<file path="src/hdl/stsu_pkg.sv">
package stsu_pkg;

	localparam int MaxTermsDefault = 64;
	localparam int DivSteps = 26;
	localparam logic [31:0] StopRatioReset = 32'h322B_CC77;
	localparam logic [31:0] DefaultNan = 32'hFFC0_0000;
	localparam logic [31:0] PosInf = 32'h7F80_0000;
	localparam logic [31:0] QuietBit = 32'h0040_0000;

	typedef enum logic [2:0] {
		OP_MUL_TX,
		OP_MUL_AX,
		OP_DIV_K,
		OP_ADD,
		OP_RATIO
	} op_t;

	typedef enum logic [3:0] {
		ST_IDLE,
		ST_RATIO_GO,
		ST_RATIO_WAIT,
		ST_MUL1_GO,
		ST_MUL1_WAIT,
		ST_MUL2_GO,
		ST_MUL2_WAIT,
		ST_DIV_GO,
		ST_DIV_WAIT,
		ST_ADD_GO,
		ST_ADD_WAIT,
		ST_OUT
	} state_t;

	typedef struct packed {
		logic load;
		logic start;
		op_t  op;
		logic out_load;
		logic cap;
	} dp_cmd_t;

	typedef struct packed {
		logic done;
		logic exceed;
		logic at_cap;
	} dp_sts_t;

	function automatic logic is_nan(input logic [31:0] v);
		return v[30:0] > PosInf[30:0];
	endfunction

	function automatic logic is_inf(input logic [31:0] v);
		return v[30:0] == PosInf[30:0];
	endfunction

	function automatic logic is_zero(input logic [31:0] v);
		return v[30:0] == 31'd0;
	endfunction

	function automatic logic [31:0] quiet(input logic [31:0] v);
		return v | QuietBit;
	endfunction

	function automatic logic [23:0] mant(input logic [31:0] v);
		return {v[30:23] != 8'd0, v[22:0]};
	endfunction

	function automatic logic [7:0] eff_exp(input logic [31:0] v);
		return (v[30:23] == 8'd0) ? 8'd1 : v[30:23];
	endfunction

	function automatic logic [5:0] lzc50(input logic [49:0] v);
		logic [5:0] n;
		logic found;
		n = 6'd50;
		found = 1'b0;
		for (int i = 49; i >= 0; i--) begin
			if (!found && v[i]) begin
				n = 6'(49 - i);
				found = 1'b1;
			end
		end
		return n;
	endfunction

	// m normalized with its leading one at bit 49, value m/2^49 * 2^(eb-127)
	function automatic logic [31:0] round_pack(input logic s, input logic signed [11:0] eb,
			input logic [49:0] m);
		logic [49:0] mm;
		logic [49:0] mask;
		logic [11:0] sh_w;
		logic [5:0]  sh;
		logic [23:0] keep;
		logic        g;
		logic        st;
		logic        inc;
		logic [7:0]  ef;
		logic [30:0] mag;
		if (eb >= 12'sd255) begin
			return {s, PosInf[30:0]};
		end
		if (eb >= 12'sd1) begin
			mm = m;
			ef = eb[7:0];
		end else begin
			sh_w = 12'(12'sd1 - eb);
			sh = (sh_w > 12'd63) ? 6'd63 : sh_w[5:0];
			mask = (50'd1 << sh) - 50'd1;
			mm = (m >> sh) | {49'd0, |(m & mask)};
			ef = 8'd0;
		end
		keep = mm[49:26];
		g = mm[25];
		st = |mm[24:0];
		inc = g & (st | keep[0]);
		mag = {ef, keep[22:0]} + {30'd0, inc};
		return {s, mag};
	endfunction

	function automatic logic fgt(input logic [31:0] a, input logic [31:0] b);
		logic [31:0] ka;
		logic [31:0] kb;
		ka = a[31] ? ~a : {1'b1, a[30:0]};
		kb = b[31] ? ~b : {1'b1, b[30:0]};
		if (is_nan(a) || is_nan(b)) begin
			return 1'b0;
		end
		if (is_zero(a) && is_zero(b)) begin
			return 1'b0;
		end
		return ka > kb;
	endfunction

	function automatic logic [31:0] k_to_float(input logic [13:0] k);
		logic [49:0] w;
		logic [5:0]  lz;
		w = {k, 36'd0};
		lz = lzc50(w);
		return round_pack(1'b0, 12'sd140 - $signed({6'd0, lz}), w << lz);
	endfunction

endpackage

</file>
<file path="src/hdl/stsu_fdiv.sv">
module stsu_fdiv (
	input  logic        clk,
	input  logic        arst_n,
	input  logic        start,
	input  logic [31:0] a,
	input  logic [31:0] b,
	output logic        done,
	output logic [31:0] res
);

	logic               busy_q;
	logic               fin_q;
	logic               done_q;
	logic [4:0]         cnt_q;
	logic [24:0]        rem_q;
	logic [23:0]        nb_q;
	logic [25:0]        quo_q;
	logic               sgn_q;
	logic signed [11:0] ed_q;
	logic [31:0]        res_q;

	logic               sgn;
	logic               spec;
	logic [31:0]        spec_val;
	logic [5:0]         lza;
	logic [5:0]         lzb;
	logic [23:0]        na;
	logic [23:0]        nb;
	logic signed [11:0] ed;
	logic               ge;
	logic [24:0]        diff;
	logic [49:0]        w;
	logic               lz1;
	logic signed [11:0] eb;

	always_comb begin
		sgn = a[31] ^ b[31];
		spec = 1'b1;
		spec_val = stsu_pkg::DefaultNan;
		if (stsu_pkg::is_nan(a)) begin
			spec_val = stsu_pkg::quiet(a);
		end else if (stsu_pkg::is_nan(b)) begin
			spec_val = stsu_pkg::quiet(b);
		end else if ((stsu_pkg::is_inf(a) && stsu_pkg::is_inf(b)) ||
				(stsu_pkg::is_zero(a) && stsu_pkg::is_zero(b))) begin
			spec_val = stsu_pkg::DefaultNan;
		end else if (stsu_pkg::is_inf(a) || stsu_pkg::is_zero(b)) begin
			spec_val = {sgn, stsu_pkg::PosInf[30:0]};
		end else if (stsu_pkg::is_zero(a) || stsu_pkg::is_inf(b)) begin
			spec_val = {sgn, 31'd0};
		end else begin
			spec = 1'b0;
		end
		lza = stsu_pkg::lzc50({stsu_pkg::mant(a), 26'd0});
		lzb = stsu_pkg::lzc50({stsu_pkg::mant(b), 26'd0});
		na = 24'(stsu_pkg::mant(a) << lza);
		nb = 24'(stsu_pkg::mant(b) << lzb);
		ed = $signed({4'd0, stsu_pkg::eff_exp(a)}) - $signed({6'd0, lza})
			- $signed({4'd0, stsu_pkg::eff_exp(b)}) + $signed({6'd0, lzb});
		ge = rem_q >= {1'b0, nb_q};
		diff = ge ? (rem_q - {1'b0, nb_q}) : rem_q;
		lz1 = ~quo_q[25];
		w = {quo_q, 23'd0, rem_q != 25'd0};
		if (lz1) begin
			w = w << 1;
		end
		eb = ed_q + 12'sd127 - (lz1 ? 12'sd1 : 12'sd0);
	end

	always_ff @(posedge clk or negedge arst_n) begin
		if (!arst_n) begin
			busy_q <= 1'b0;
			fin_q  <= 1'b0;
			done_q <= 1'b0;
		end else begin
			done_q <= 1'b0;
			if (start) begin
				if (spec) begin
					done_q <= 1'b1;
				end else begin
					busy_q <= 1'b1;
				end
			end else if (busy_q) begin
				if (cnt_q == 5'(stsu_pkg::DivSteps - 1)) begin
					busy_q <= 1'b0;
					fin_q  <= 1'b1;
				end
			end else if (fin_q) begin
				fin_q  <= 1'b0;
				done_q <= 1'b1;
			end
		end
	end

	always_ff @(posedge clk) begin
		if (start) begin
			res_q <= spec_val;
			rem_q <= {1'b0, na};
			nb_q  <= nb;
			quo_q <= 26'd0;
			cnt_q <= 5'd0;
			sgn_q <= sgn;
			ed_q  <= ed;
		end else if (busy_q) begin
			rem_q <= {diff[23:0], 1'b0};
			quo_q <= {quo_q[24:0], ge};
			cnt_q <= cnt_q + 5'd1;
		end else if (fin_q) begin
			res_q <= stsu_pkg::round_pack(sgn_q, eb, w);
		end
	end

	assign done = done_q;
	assign res  = res_q;

endmodule

</file>
<file path="src/hdl/stsu_datapath.sv">
module stsu_datapath #(
	parameter int MAX_TERMS = stsu_pkg::MaxTermsDefault
) (
	input  logic              clk,
	input  logic              arst_n,
	input  stsu_pkg::dp_cmd_t cmd,
	output stsu_pkg::dp_sts_t sts,
	input  logic [31:0]       x_bits,
	input  logic              stop_ratio_we,
	input  logic [31:0]       stop_ratio_wdata,
	output logic [31:0]       sum_bits,
	output logic [6:0]        term_count,
	output logic              cap_reached
);

	logic [31:0]   eps_q;
	logic [31:0]   x_q;
	logic [31:0]   term_q;
	logic [31:0]   sum_q;
	logic [31:0]   a_q;
	logic [31:0]   d_q;
	logic [6:0]    n_q;
	logic          exceed_q;
	logic          done_q;
	stsu_pkg::op_t op_q;
	logic [31:0]   sum_out_q;
	logic [6:0]    count_out_q;
	logic          cap_out_q;

	// multiplier stages
	logic          mul_v_s1;
	logic          mul_spec_s1;
	logic [31:0]   mul_sval_s1;
	logic          mul_sgn_s1;
	logic [8:0]    mul_exp_s1;
	logic [47:0]   mul_prod_s1;

	// adder stages
	logic          add_v_s1;
	logic          add_spec_s1;
	logic [31:0]   add_sval_s1;
	logic          add_sgn_s1;
	logic          add_zsgn_s1;
	logic [7:0]    add_exp_s1;
	logic [49:0]   add_w_s1;

	logic          is_mul;
	logic [31:0]   ma;
	logic          m_sgn;
	logic          m_spec;
	logic [31:0]   m_sval;
	logic [49:0]   m_p;
	logic [5:0]    m_lz;
	logic [31:0]   m_res;

	logic [31:0]   aa;
	logic [31:0]   ab;
	logic          a_spec;
	logic [31:0]   a_sval;
	logic [31:0]   big;
	logic [31:0]   sml;
	logic [7:0]    a_d;
	logic [5:0]    a_sh;
	logic [49:0]   wa;
	logic [49:0]   wb0;
	logic [49:0]   wb;
	logic [49:0]   a_mask;
	logic [49:0]   a_w;
	logic [5:0]    a_lz;
	logic [31:0]   a_res;

	logic          sum_zero;
	logic          div_start;
	logic [31:0]   div_a;
	logic [31:0]   div_b;
	logic          div_done;
	logic [31:0]   div_res;
	logic [13:0]   k;

	always_comb begin
		is_mul = (cmd.op == stsu_pkg::OP_MUL_TX) || (cmd.op == stsu_pkg::OP_MUL_AX);
		ma = (cmd.op == stsu_pkg::OP_MUL_TX) ? {~term_q[31], term_q[30:0]} : a_q;
		m_sgn = ma[31] ^ x_q[31];
		m_spec = 1'b1;
		m_sval = stsu_pkg::DefaultNan;
		if (stsu_pkg::is_nan(ma)) begin
			m_sval = stsu_pkg::quiet(ma);
		end else if (stsu_pkg::is_nan(x_q)) begin
			m_sval = stsu_pkg::quiet(x_q);
		end else if ((stsu_pkg::is_inf(ma) && stsu_pkg::is_zero(x_q)) ||
				(stsu_pkg::is_zero(ma) && stsu_pkg::is_inf(x_q))) begin
			m_sval = stsu_pkg::DefaultNan;
		end else if (stsu_pkg::is_inf(ma) || stsu_pkg::is_inf(x_q)) begin
			m_sval = {m_sgn, stsu_pkg::PosInf[30:0]};
		end else if (stsu_pkg::is_zero(ma) || stsu_pkg::is_zero(x_q)) begin
			m_sval = {m_sgn, 31'd0};
		end else begin
			m_spec = 1'b0;
		end
		m_p = {mul_prod_s1, 2'b00};
		m_lz = stsu_pkg::lzc50(m_p);
		m_res = mul_spec_s1 ? mul_sval_s1 : stsu_pkg::round_pack(mul_sgn_s1,
			$signed({3'd0, mul_exp_s1}) - 12'sd126 - $signed({6'd0, m_lz}), m_p << m_lz);
	end

	always_comb begin
		aa = sum_q;
		ab = term_q;
		a_spec = 1'b1;
		a_sval = stsu_pkg::DefaultNan;
		if (stsu_pkg::is_nan(aa)) begin
			a_sval = stsu_pkg::quiet(aa);
		end else if (stsu_pkg::is_nan(ab)) begin
			a_sval = stsu_pkg::quiet(ab);
		end else if (stsu_pkg::is_inf(aa) && stsu_pkg::is_inf(ab) && (aa[31] != ab[31])) begin
			a_sval = stsu_pkg::DefaultNan;
		end else if (stsu_pkg::is_inf(aa)) begin
			a_sval = aa;
		end else if (stsu_pkg::is_inf(ab)) begin
			a_sval = ab;
		end else begin
			a_spec = 1'b0;
		end
		if (aa[30:0] >= ab[30:0]) begin
			big = aa;
			sml = ab;
		end else begin
			big = ab;
			sml = aa;
		end
		a_d = stsu_pkg::eff_exp(big) - stsu_pkg::eff_exp(sml);
		a_sh = (a_d > 8'd63) ? 6'd63 : a_d[5:0];
		wa = {1'b0, stsu_pkg::mant(big), 25'd0};
		wb0 = {1'b0, stsu_pkg::mant(sml), 25'd0};
		a_mask = (50'd1 << a_sh) - 50'd1;
		wb = (wb0 >> a_sh) | {49'd0, |(wb0 & a_mask)};
		a_w = (big[31] == sml[31]) ? (wa + wb) : (wa - wb);
		a_lz = stsu_pkg::lzc50(add_w_s1);
		if (add_spec_s1) begin
			a_res = add_sval_s1;
		end else if (add_w_s1 == 50'd0) begin
			a_res = {add_zsgn_s1, 31'd0};
		end else begin
			a_res = stsu_pkg::round_pack(add_sgn_s1,
				$signed({4'd0, add_exp_s1}) + 12'sd1 - $signed({6'd0, a_lz}),
				add_w_s1 << a_lz);
		end
	end

	always_comb begin
		sum_zero = stsu_pkg::is_zero(sum_q);
		div_start = cmd.start && ((cmd.op == stsu_pkg::OP_DIV_K) ||
			((cmd.op == stsu_pkg::OP_RATIO) && !sum_zero));
		div_a = (cmd.op == stsu_pkg::OP_RATIO) ? term_q : a_q;
		div_b = (cmd.op == stsu_pkg::OP_RATIO) ? sum_q : d_q;
		k = {7'd0, n_q[5:0], 1'b0} * {7'd0, n_q[5:0], 1'b1};
	end

	stsu_fdiv u_fdiv (
		.clk    (clk),
		.arst_n (arst_n),
		.start  (div_start),
		.a      (div_a),
		.b      (div_b),
		.done   (div_done),
		.res    (div_res)
	);

	always_ff @(posedge clk or negedge arst_n) begin
		if (!arst_n) begin
			eps_q    <= stsu_pkg::StopRatioReset;
			done_q   <= 1'b0;
			mul_v_s1 <= 1'b0;
			add_v_s1 <= 1'b0;
		end else begin
			if (stop_ratio_we) begin
				eps_q <= stop_ratio_wdata;
			end
			done_q   <= 1'b0;
			mul_v_s1 <= cmd.start && is_mul;
			add_v_s1 <= cmd.start && (cmd.op == stsu_pkg::OP_ADD);
			if (mul_v_s1 || add_v_s1 || div_done) begin
				done_q <= 1'b1;
			end
			if (cmd.start && (cmd.op == stsu_pkg::OP_RATIO) && sum_zero) begin
				done_q <= 1'b1;
			end
		end
	end

	always_ff @(posedge clk) begin
		d_q <= stsu_pkg::k_to_float(k);
		if (cmd.start) begin
			op_q <= cmd.op;
		end
		if (cmd.load) begin
			x_q    <= x_bits;
			term_q <= x_bits;
			sum_q  <= x_bits;
			n_q    <= 7'd1;
		end
		if (cmd.start && is_mul) begin
			mul_spec_s1 <= m_spec;
			mul_sval_s1 <= m_sval;
			mul_sgn_s1  <= m_sgn;
			mul_exp_s1  <= {1'b0, stsu_pkg::eff_exp(ma)} + {1'b0, stsu_pkg::eff_exp(x_q)};
			mul_prod_s1 <= {24'd0, stsu_pkg::mant(ma)} * {24'd0, stsu_pkg::mant(x_q)};
		end
		if (mul_v_s1) begin
			a_q <= m_res;
		end
		if (cmd.start && (cmd.op == stsu_pkg::OP_ADD)) begin
			add_spec_s1 <= a_spec;
			add_sval_s1 <= a_sval;
			add_sgn_s1  <= big[31];
			add_zsgn_s1 <= aa[31] & ab[31];
			add_exp_s1  <= stsu_pkg::eff_exp(big);
			add_w_s1    <= a_w;
		end
		if (add_v_s1) begin
			sum_q <= a_res;
			n_q   <= n_q + 7'd1;
		end
		if (cmd.start && (cmd.op == stsu_pkg::OP_RATIO) && sum_zero) begin
			exceed_q <= !(stsu_pkg::is_zero(term_q) || stsu_pkg::is_nan(term_q)) &&
				stsu_pkg::fgt(stsu_pkg::PosInf, eps_q);
		end
		if (div_done) begin
			if (op_q == stsu_pkg::OP_RATIO) begin
				exceed_q <= stsu_pkg::fgt({1'b0, div_res[30:0]}, eps_q);
			end else begin
				term_q <= div_res;
			end
		end
		if (cmd.out_load) begin
			sum_out_q   <= sum_q;
			count_out_q <= n_q;
			cap_out_q   <= cmd.cap;
		end
	end

	always_comb begin
		sts.done   = done_q;
		sts.exceed = exceed_q;
		sts.at_cap = n_q >= 7'(MAX_TERMS);
	end

	assign sum_bits    = sum_out_q;
	assign term_count  = count_out_q;
	assign cap_reached = cap_out_q;

endmodule

</file>
<file path="src/hdl/stsu_ctrl.sv">
module stsu_ctrl (
	input  logic              clk,
	input  logic              arst_n,
	input  logic              in_valid,
	output logic              in_stall,
	output logic              out_valid,
	input  logic              out_stall,
	input  stsu_pkg::dp_sts_t sts,
	output stsu_pkg::dp_cmd_t cmd
);

	stsu_pkg::state_t state_q;
	stsu_pkg::state_t state_d;
	logic             out_valid_q;
	logic             cap_q;

	always_ff @(posedge clk or negedge arst_n) begin
		if (!arst_n) begin
			state_q     <= stsu_pkg::ST_IDLE;
			out_valid_q <= 1'b0;
			cap_q       <= 1'b0;
		end else begin
			state_q <= state_d;
			if (cmd.out_load) begin
				out_valid_q <= 1'b1;
			end else if (!out_stall) begin
				out_valid_q <= 1'b0;
			end
			if ((state_q == stsu_pkg::ST_RATIO_WAIT) && sts.done) begin
				cap_q <= sts.exceed;
			end
		end
	end

	always_comb begin
		state_d      = state_q;
		cmd.load     = 1'b0;
		cmd.start    = 1'b0;
		cmd.op       = stsu_pkg::OP_MUL_TX;
		cmd.out_load = 1'b0;
		cmd.cap      = cap_q;
		case (state_q)
			stsu_pkg::ST_IDLE: begin
				if (in_valid) begin
					cmd.load = 1'b1;
					state_d  = stsu_pkg::ST_RATIO_GO;
				end
			end
			stsu_pkg::ST_RATIO_GO: begin
				cmd.start = 1'b1;
				cmd.op    = stsu_pkg::OP_RATIO;
				state_d   = stsu_pkg::ST_RATIO_WAIT;
			end
			stsu_pkg::ST_RATIO_WAIT: begin
				if (sts.done) begin
					if (!sts.exceed || sts.at_cap) begin
						state_d = stsu_pkg::ST_OUT;
					end else begin
						state_d = stsu_pkg::ST_MUL1_GO;
					end
				end
			end
			stsu_pkg::ST_MUL1_GO: begin
				cmd.start = 1'b1;
				cmd.op    = stsu_pkg::OP_MUL_TX;
				state_d   = stsu_pkg::ST_MUL1_WAIT;
			end
			stsu_pkg::ST_MUL1_WAIT: begin
				if (sts.done) begin
					state_d = stsu_pkg::ST_MUL2_GO;
				end
			end
			stsu_pkg::ST_MUL2_GO: begin
				cmd.start = 1'b1;
				cmd.op    = stsu_pkg::OP_MUL_AX;
				state_d   = stsu_pkg::ST_MUL2_WAIT;
			end
			stsu_pkg::ST_MUL2_WAIT: begin
				if (sts.done) begin
					state_d = stsu_pkg::ST_DIV_GO;
				end
			end
			stsu_pkg::ST_DIV_GO: begin
				cmd.start = 1'b1;
				cmd.op    = stsu_pkg::OP_DIV_K;
				state_d   = stsu_pkg::ST_DIV_WAIT;
			end
			stsu_pkg::ST_DIV_WAIT: begin
				if (sts.done) begin
					state_d = stsu_pkg::ST_ADD_GO;
				end
			end
			stsu_pkg::ST_ADD_GO: begin
				cmd.start = 1'b1;
				cmd.op    = stsu_pkg::OP_ADD;
				state_d   = stsu_pkg::ST_ADD_WAIT;
			end
			stsu_pkg::ST_ADD_WAIT: begin
				if (sts.done) begin
					state_d = stsu_pkg::ST_RATIO_GO;
				end
			end
			stsu_pkg::ST_OUT: begin
				if (!out_valid_q || !out_stall) begin
					cmd.out_load = 1'b1;
					state_d      = stsu_pkg::ST_IDLE;
				end
			end
			default: begin
				state_d = stsu_pkg::ST_IDLE;
			end
		endcase
	end

	assign in_stall  = state_q != stsu_pkg::ST_IDLE;
	assign out_valid = out_valid_q;

endmodule

</file>
<file path="src/hdl/sine_taylor_series_unit.sv">
// channel     | handshake                   | payload
// ------------+-----------------------------+---------------------------------------
// input       | in_valid / in_stall         | x_bits[31:0]
// output      | out_valid / out_stall       | sum_bits[31:0], term_count[6:0], cap_reached
// stop ratio  | stop_ratio_we               | stop_ratio_wdata[31:0]
//
// one item at a time; a divide of finite nonzero operands runs 26 radix-2 steps,
// then a round step, then done; a series pass is the ratio test (a divide unless
// the sum is zero), two multiplies, the term divide and the add
// arst_n clears the sequencer, the output valid and sets stop ratio to 1e-8
// a waiting result sits in the output register while the next item is taken
module sine_taylor_series_unit #(
	parameter int MAX_TERMS = stsu_pkg::MaxTermsDefault
) (
	input  logic        clk,
	input  logic        arst_n,
	input  logic        in_valid,
	output logic        in_stall,
	input  logic [31:0] x_bits,
	output logic        out_valid,
	input  logic        out_stall,
	output logic [31:0] sum_bits,
	output logic [6:0]  term_count,
	output logic        cap_reached,
	input  logic        stop_ratio_we,
	input  logic [31:0] stop_ratio_wdata
);

	stsu_pkg::dp_cmd_t cmd;
	stsu_pkg::dp_sts_t sts;

	stsu_ctrl u_ctrl (
		.clk       (clk),
		.arst_n    (arst_n),
		.in_valid  (in_valid),
		.in_stall  (in_stall),
		.out_valid (out_valid),
		.out_stall (out_stall),
		.sts       (sts),
		.cmd       (cmd)
	);

	stsu_datapath #(
		.MAX_TERMS (MAX_TERMS)
	) u_datapath (
		.clk              (clk),
		.arst_n           (arst_n),
		.cmd              (cmd),
		.sts              (sts),
		.x_bits           (x_bits),
		.stop_ratio_we    (stop_ratio_we),
		.stop_ratio_wdata (stop_ratio_wdata),
		.sum_bits         (sum_bits),
		.term_count       (term_count),
		.cap_reached      (cap_reached)
	);

`ifndef ASSERT_OFF
	a_count_range: assert property (@(posedge clk) disable iff (!arst_n)
		out_valid |-> (term_count != 7'd0) && (term_count <= 7'(MAX_TERMS)))
		else $error("term count out of range");

	a_cap_count: assert property (@(posedge clk) disable iff (!arst_n)
		out_valid && cap_reached |-> term_count == 7'(MAX_TERMS))
		else $error("cap flag without full term count");

	a_busy_after_transfer: assert property (@(posedge clk) disable iff (!arst_n)
		in_valid && !in_stall |=> in_stall)
		else $error("input taken while busy");
`endif

endmodule

</file>
<file path="config.mk">
export PLATFORM = sky130hd
export DESIGN_NAME = sine_taylor_series_unit
export DESIGN_NICKNAME = d
export VERILOG_FILES = /design/src/hdl/stsu_pkg.sv /design/src/hdl/stsu_fdiv.sv /design/src/hdl/stsu_datapath.sv /design/src/hdl/stsu_ctrl.sv /design/src/hdl/sine_taylor_series_unit.sv
export SDC_FILE = /design/constraint.sdc
export NUM_CORES = 2
export LEC_CHECK = 0
export BUFFER_PORTS_ARGS = -buffer_cell sky130_fd_sc_hd__buf_2
export CORE_UTILIZATION = 67
export CTS_CLUSTER_DIAMETER = 120
export DETAILED_ROUTE_END_ITERATION = 12
export GPL_ROUTABILITY_DRIVEN = 1
export PLACE_DENSITY = 0.84
export REMOVE_ABC_BUFFERS = 1
export SLEW_MARGIN = 0
export SYNTH_ARGS = -nofsm -noshare
export SYNTH_HDL_FRONTEND = slang
export SYNTH_SLANG_ARGS = --single-unit
</file>
<file path="constraint.sdc">
create_clock -name clk -period 16.16 [get_ports clk]
set_input_delay 3.232 -clock clk [delete_from_list [all_inputs] [get_ports clk]]
set_output_delay 3.232 -clock clk [all_outputs]
set_load 0.03 [all_outputs]
</file>
==> reports/results.tsv, run 1 <==
stage	metric	value	unit
run_status	run status	stopped before the end	
run_status	last stage reached	global routing (5_1_grt)	
run_status	first error	[ERROR GRT-0232] Routing congestion too high. Check the congestion heatmap in the GUI.	
logic_synthesis	post-synth top area share	0.155	
logic_synthesis	Unique masters post-synth	142	
place	GP Congestion	1.18	
logic_synthesis	EDFF count, synth	422	
logic_synthesis	Seq/Total Area, Yosys	0.192	
logic_synthesis	top_reg_cell synth	edfxtp_1	
die	Initial Utilization	0.680	
grt	grt total ovfl	55	
logic_synthesis	mapped cell area	82000	um^2
logic_synthesis	largest cells by area after synthesis	edfxtp_1 15%, fa_1 12%, ha_1 6.1%	
clock_network	Inserted Clock Buffers	68	
clock_network	post-cts sizing count	0	
logic_synthesis	Syn Inst Count	10300	
logic_synthesis	Syn. warnings	0	
clock_network	CTS root buf	clkbuf_16	
logic_synthesis	post-synthesis sequential element count	562	
die	die height	352	um
die	row cnt	127	
grt	Global Route Usage Sum	0.680	
clock_network	clock sink count	562	
logic_synthesis	cell taking the most area after synthesis	edfxtp_1	
clock_network	Hold Buf Count CTS	0	
logic_synthesis	asr flop ratio synth	0.0783	
clock_network	# Post-CTS Setup Buffers	0	
clock_network	H-tree levels	3	
die	Die X	352	um
grt	initial antenna violation count	56	
clock_network	Longest Clk Path Bufs	3	
place	HPWL Detailed	278	mm
place	IO Port Bufs	110	
grt	pin count of the biggest net entering global routing	84	
logic_synthesis	syn_area_per_cell	7.95	um^2
die	io pins	111	
routing by layer:
layer,global-route usage,GRT overflow
met3,0.485,7
met5,0.250,1
met1,0.729,2
met2,0.856,31
met4,0.588,14
metrics by stage:
| step | setup WS [ns] | std cells | area (um^2) | utilization | setup TNS, ns |
|---|---|---|---|---|---|
| floorplan | -1.69 | 9601 | 79000 | - | -38.87 |
| global placement | 3.79 | 11500 | 83300 | 0.691 | 0 |
| detailed placement | 3.50 | 11500 | 83300 | 0.691 | 0 |
| CTS | 3.44 | 11700 | 85700 | 0.711 | 0 |
synthesized netlist by cell type (41+ instances only):
cell      number
edfxtp_1     422
nand2_1     1191
xor2_1       102
clkbuf_1     549
a22oi_1      100
inv_1        833
nor3_1       246
o31ai_1       69
a31oi_1      115
o21bai_1      55
nand3_1      285
a32oi_1       41
o221ai_1      54
or2_2         45
nor2b_1       71
fa_1         508
xnor2_1      203
a22o_1        51
dfxtp_1       96
buf_1         79
buf_2         63
o22ai_1      129
and2_1       265
o21a_1        61
nor4_1       138
nand2b_1      73
o211ai_1     135
a21oi_1      621
nand4_1      120
nor2_1       814
mux2i_1      421
or3_1         64
a21o_1        88
a211oi_1     124
ha_1         402
and3_1        58
mux2_2       136
o21ai_0      632
a221oi_1      57
cell families after synthesis:
logic type | after synthesis | share of synthesized area
simple gates | 3523 | 0.205
compound gates | 2850 | 0.233
buf+inv | 1584 | 0.0766
fa+ha+maj | 911 | 0.186
mux | 577 | 0.0750
flops | 562 | 0.192
xor+xnor | 306 | 0.0329
other cells | 2 | 0.0000916
==> inputs of run 2 (changes only) <==
--- a/config.mk
+++ b/config.mk
@@ -6,11 +6,10 @@
 export NUM_CORES = 2
 export LEC_CHECK = 0
 export BUFFER_PORTS_ARGS = -buffer_cell sky130_fd_sc_hd__buf_2
-export CORE_UTILIZATION = 67
-export CTS_CLUSTER_DIAMETER = 120
+export CORE_UTILIZATION = 40
 export DETAILED_ROUTE_END_ITERATION = 12
 export GPL_ROUTABILITY_DRIVEN = 1
-export PLACE_DENSITY = 0.84
+export PLACE_DENSITY_LB_ADDON = 0.15
 export REMOVE_ABC_BUFFERS = 1
 export SLEW_MARGIN = 0
 export SYNTH_ARGS = -nofsm -noshare
==> run 2 against run 1 <==
Effect of this change: the flow now finishes, with violations (capacitance limit, slew limit); synthesized area unchanged; synthesized cell count unchanged.
==> reports/results.tsv, run 2 <==
stage	metric	value	unit	change
detailed_routing	drt drc	0		
sta	RSZ-0062 raised after global routing	false		
clock_network	CTS root buf	clkbuf_16		
logic_synthesis	post-synthesis sequential element count	562		unchanged
setup_path	Critical Path AT	13.55	ns	
grt	first-pass GRT wire length	600	mm	
clock_network	H-tree levels	3		unchanged
sta	final setup violation count	0		
setup_path	FF-to-FF setup slack	3.05	ns	
logic_synthesis	post-synth top area share	0.155		unchanged
logic_synthesis	Syn Inst Count	10300		unchanged
hold_path	worst min path class	flip-flop to flip-flop		
place	IO Port Bufs	110		unchanged
logic_synthesis	asr flop ratio synth	0.0783		unchanged
setup_path	Reg2Reg Depth	50		
detailed_routing	via count	84800		
logic_synthesis	Seq/Total Area, Yosys	0.192		unchanged
logic_synthesis	Compound-Gate Fraction of Synth Area	0.233		unchanged
setup_path	reg2reg end	u_datapath.add_w_s1[48]		
clock_network	TritonCTS clock tree	built		
clock_network	Hold Buf Count CTS	0		unchanged
grt	grt total ovfl	0		
die	io pins	111		unchanged
setup_path	slowest CP cell	dfxtp_1		
cells_and_area	FILL cells	20700		
setup_path	Worst path most repeated cell	o21ai_0		
die	Die X	455	um	+29%
logic_synthesis	Unique masters post-synth	142		unchanged
logic_synthesis	post-synthesis mux area share	0.0750		unchanged
logic_synthesis	main combinational cell family by area after synthesis	compound AO/OA/AOI/OAI gates		
setup_path	RR Startpoint	u_datapath.ab[17]		
setup_path	worst setup path startpoint	u_datapath.ab[17]		
detailed_routing	DR pass1 iterations	7		
sta	worst slew pin tran	1.51	ns	
logic_synthesis	mapped cell area	82000	um^2	unchanged
hold_path	Min-Delay Startpoint	u_ctrl.cap_q		
grt	vias in the first global route	82900		
logic_synthesis	EDFF count, synth	422		unchanged
clock_network	# Post-CTS Setup Buffers	0		unchanged
clock_network	Skew-Pair Late Insertion Delay	0.76	ns	
clock_network	post-cts sizing count	0		unchanged
setup_path	CP Launch Type	flip-flop		
detailed_routing	final wirelength	419	mm	
cells_and_area	share of layout cells above drive strength 1	0.0903		
clock_network	Clk pin slew, worst setup/hold paths	0.06	ns	
place	GP Congestion	1.06		-10%
logic_synthesis	largest cells by area after synthesis	edfxtp_1 15%, fa_1 12%, ha_1 6.1%		
power_and_ir_drop	Pleak	36.1	nW	
die	die height	455	um	+29%
grt	Global Route Usage Sum	0.397		
setup_path	CP peak stage delay	0.69	ns	
sta	Period minus WS final	13.11	ns	
clock_network	Inserted Clock Buffers	73		+7.4%
sta	Final Max Slew Viols	6		
sta	Rel. slew slack	-0.0149		
logic_synthesis	Synth Area in XOR/XNOR	0.0329		unchanged
place	dpl cells	12700		+10%
setup_path	critical path class	flip-flop to flip-flop		
logic_synthesis	count leader, synth	nand2_1		
clock_network	Longest Clk Path Bufs	3		unchanged
sta	period utilization	0.811		
logic_synthesis	cell taking the most area after synthesis	edfxtp_1		
die	Initial Utilization	0.404		-0.276
detailed_routing	vias per cell	6.61		
power_and_ir_drop	total power	3.39	mW	
setup_path	Crit path required time	16.60	ns	
logic_synthesis	Syn. warnings	0		unchanged
detailed_routing	Antenna Nets Post-Route	0		
clock_network	clock sink count	562		unchanged
logic_synthesis	top_reg_cell synth	edfxtp_1		
grt	initial antenna violation count	22		
die	die area	207000	um^2	
sta	Final Hold Viols	0		
power_and_ir_drop	Cell Pwr Density	38.5	nW/um^2	
cells_and_area	fin cells	12800		
power_and_ir_drop	worst vdd ir	0.0828	mV	
logic_synthesis	syn_area_per_cell	7.95	um^2	unchanged
cells_and_area	Layout Nets	11100		
setup_path	Worst Setup End Kind	flip-flop		
hold_path	Worst Hold End	u_datapath.cap_reached		
grt	pin count of the biggest net entering global routing	66		
die	Core Area	203000	um^2	
cells_and_area	most common cell after layout, fill and taps aside	nand2_1		
sta	Worst Skew	0.0724	ns	
logic_synthesis	adder-cell share of the synthesized area	0.186		unchanged
cells_and_area	Syn-to-layout area delta	7.39	%	
detailed_routing	Avg WL per Cell	32.7	um	
cells_and_area	Largest Register	u_datapath.add_w_s1		
cells_and_area	Post-Route Utilization	0.434		
logic_synthesis	Post-synth top cells	1191 x nand2_1, 833 x inv_1, 814 x nor2_1, 632 x o21ai_0, 621 x a21oi_1		
job	MaxCap Viol Count	2		
run_status	run status	finished, violations left		
cells_and_area	most frequent cells in the layout	1188 x nand2_1, 832 x inv_1, 804 x nor2_1, 619 x o21ai_0, 619 x a21oi_1		
place	HPWL Detailed	325	mm	+17%
hold_path	hold depth	0		
cells_and_area	biggest regs	u_datapath.add_w_s1 (50), u_datapath.mul_prod_s1 (48)		
detailed_routing	DR iter-0 viols	10100		
setup_path	crit path max fanout	45		
sta	Fmax	76.3	MHz	
cells_and_area	max reg flops	50		
logic_synthesis	Simple-Gate Fraction of Synth Area	0.205		unchanged
run_status	failing checks	capacitance limit, slew limit		
die	row cnt	165		+30%
[run 2: power by group]
group | internal [mW] | switching [mW] | total, mW
combinational | 0.0472 | 0.0759 | 0.123
clock | 0.947 | 0.755 | 1.70
sequential | 1.55 | 0.0132 | 1.56
total | 2.54 | 0.844 | 3.39
[run 2: worst max-delay path by stage]
stage,depth (start not counted),endpoint
floorplan,27,u_datapath.a_q[29]
global placement,50,u_datapath.add_w_s1[48]
detailed placement,50,u_datapath.add_w_s1[48]
CTS,50,u_datapath.add_w_s1[48]
global route,50,u_datapath.add_w_s1[48]
finish,50,u_datapath.add_w_s1[48]
[run 2: through the flow]
stage	setup TNS, ns	hold WS [ns]	area, um^2	setup slack (ns)
after floorplan	-38.87	0.425	79000	-1.69
after global placement	0	0.437	85500	3.38
after detailed placement	0	0.442	85500	3.35
after CTS	0	0.468	88000	3.30
after global routing	0	0.488	88000	2.23
final	0	0.474	88000	3.05
[run 2: logic make-up after synthesis]
kind of cell,Yosys count
adders and majority gates,911
xor gates and xnor gates,306
and+or+nand+nor,3523
muxes,577
buffers and inverters,1584
DFF,562
other,2
AOI/OAI and AO/OA,2850
[run 2: cell type report]
cell class / count / area, um^2 / area share
Sequential cell: 562 / 15700 / 0.179
Timing Repair Buffer: 421 / 2890 / 0.0328
Inverter: 852 / 3210 / 0.0365
Multi-Input combinational cell: 8187 / 60300 / 0.686
Tap cell: 2672 / 3340 / 0.0380
Clock buffer: 91 / 2000 / 0.0227
Antenna cell: 11 / 27.5 / 0.000313
Clock inverter: 44 / 485 / 0.00552
[run 2: layer usage]
metal  track usage  part of all wire
met1         0.456              0.37
met2         0.655              0.47
met3        0.0713             0.076
met5             0           0.00028
met4         0.305             0.092
[run 2: critical path: cells and delay by family (launching register included)]
| kind | cells | cell delay [ns] |
|---|---|---|
| flops | 1 | 0.69 |
| compound gates | 31 | 7.45 |
| buf+inv | 5 | 1.44 |
| xor+xnor | 1 | 0.14 |
| simple gates | 9 | 1.58 |
| fa+ha+maj | 4 | 1.47 |
Note: power is estimated with default switching activity, not from simulation.
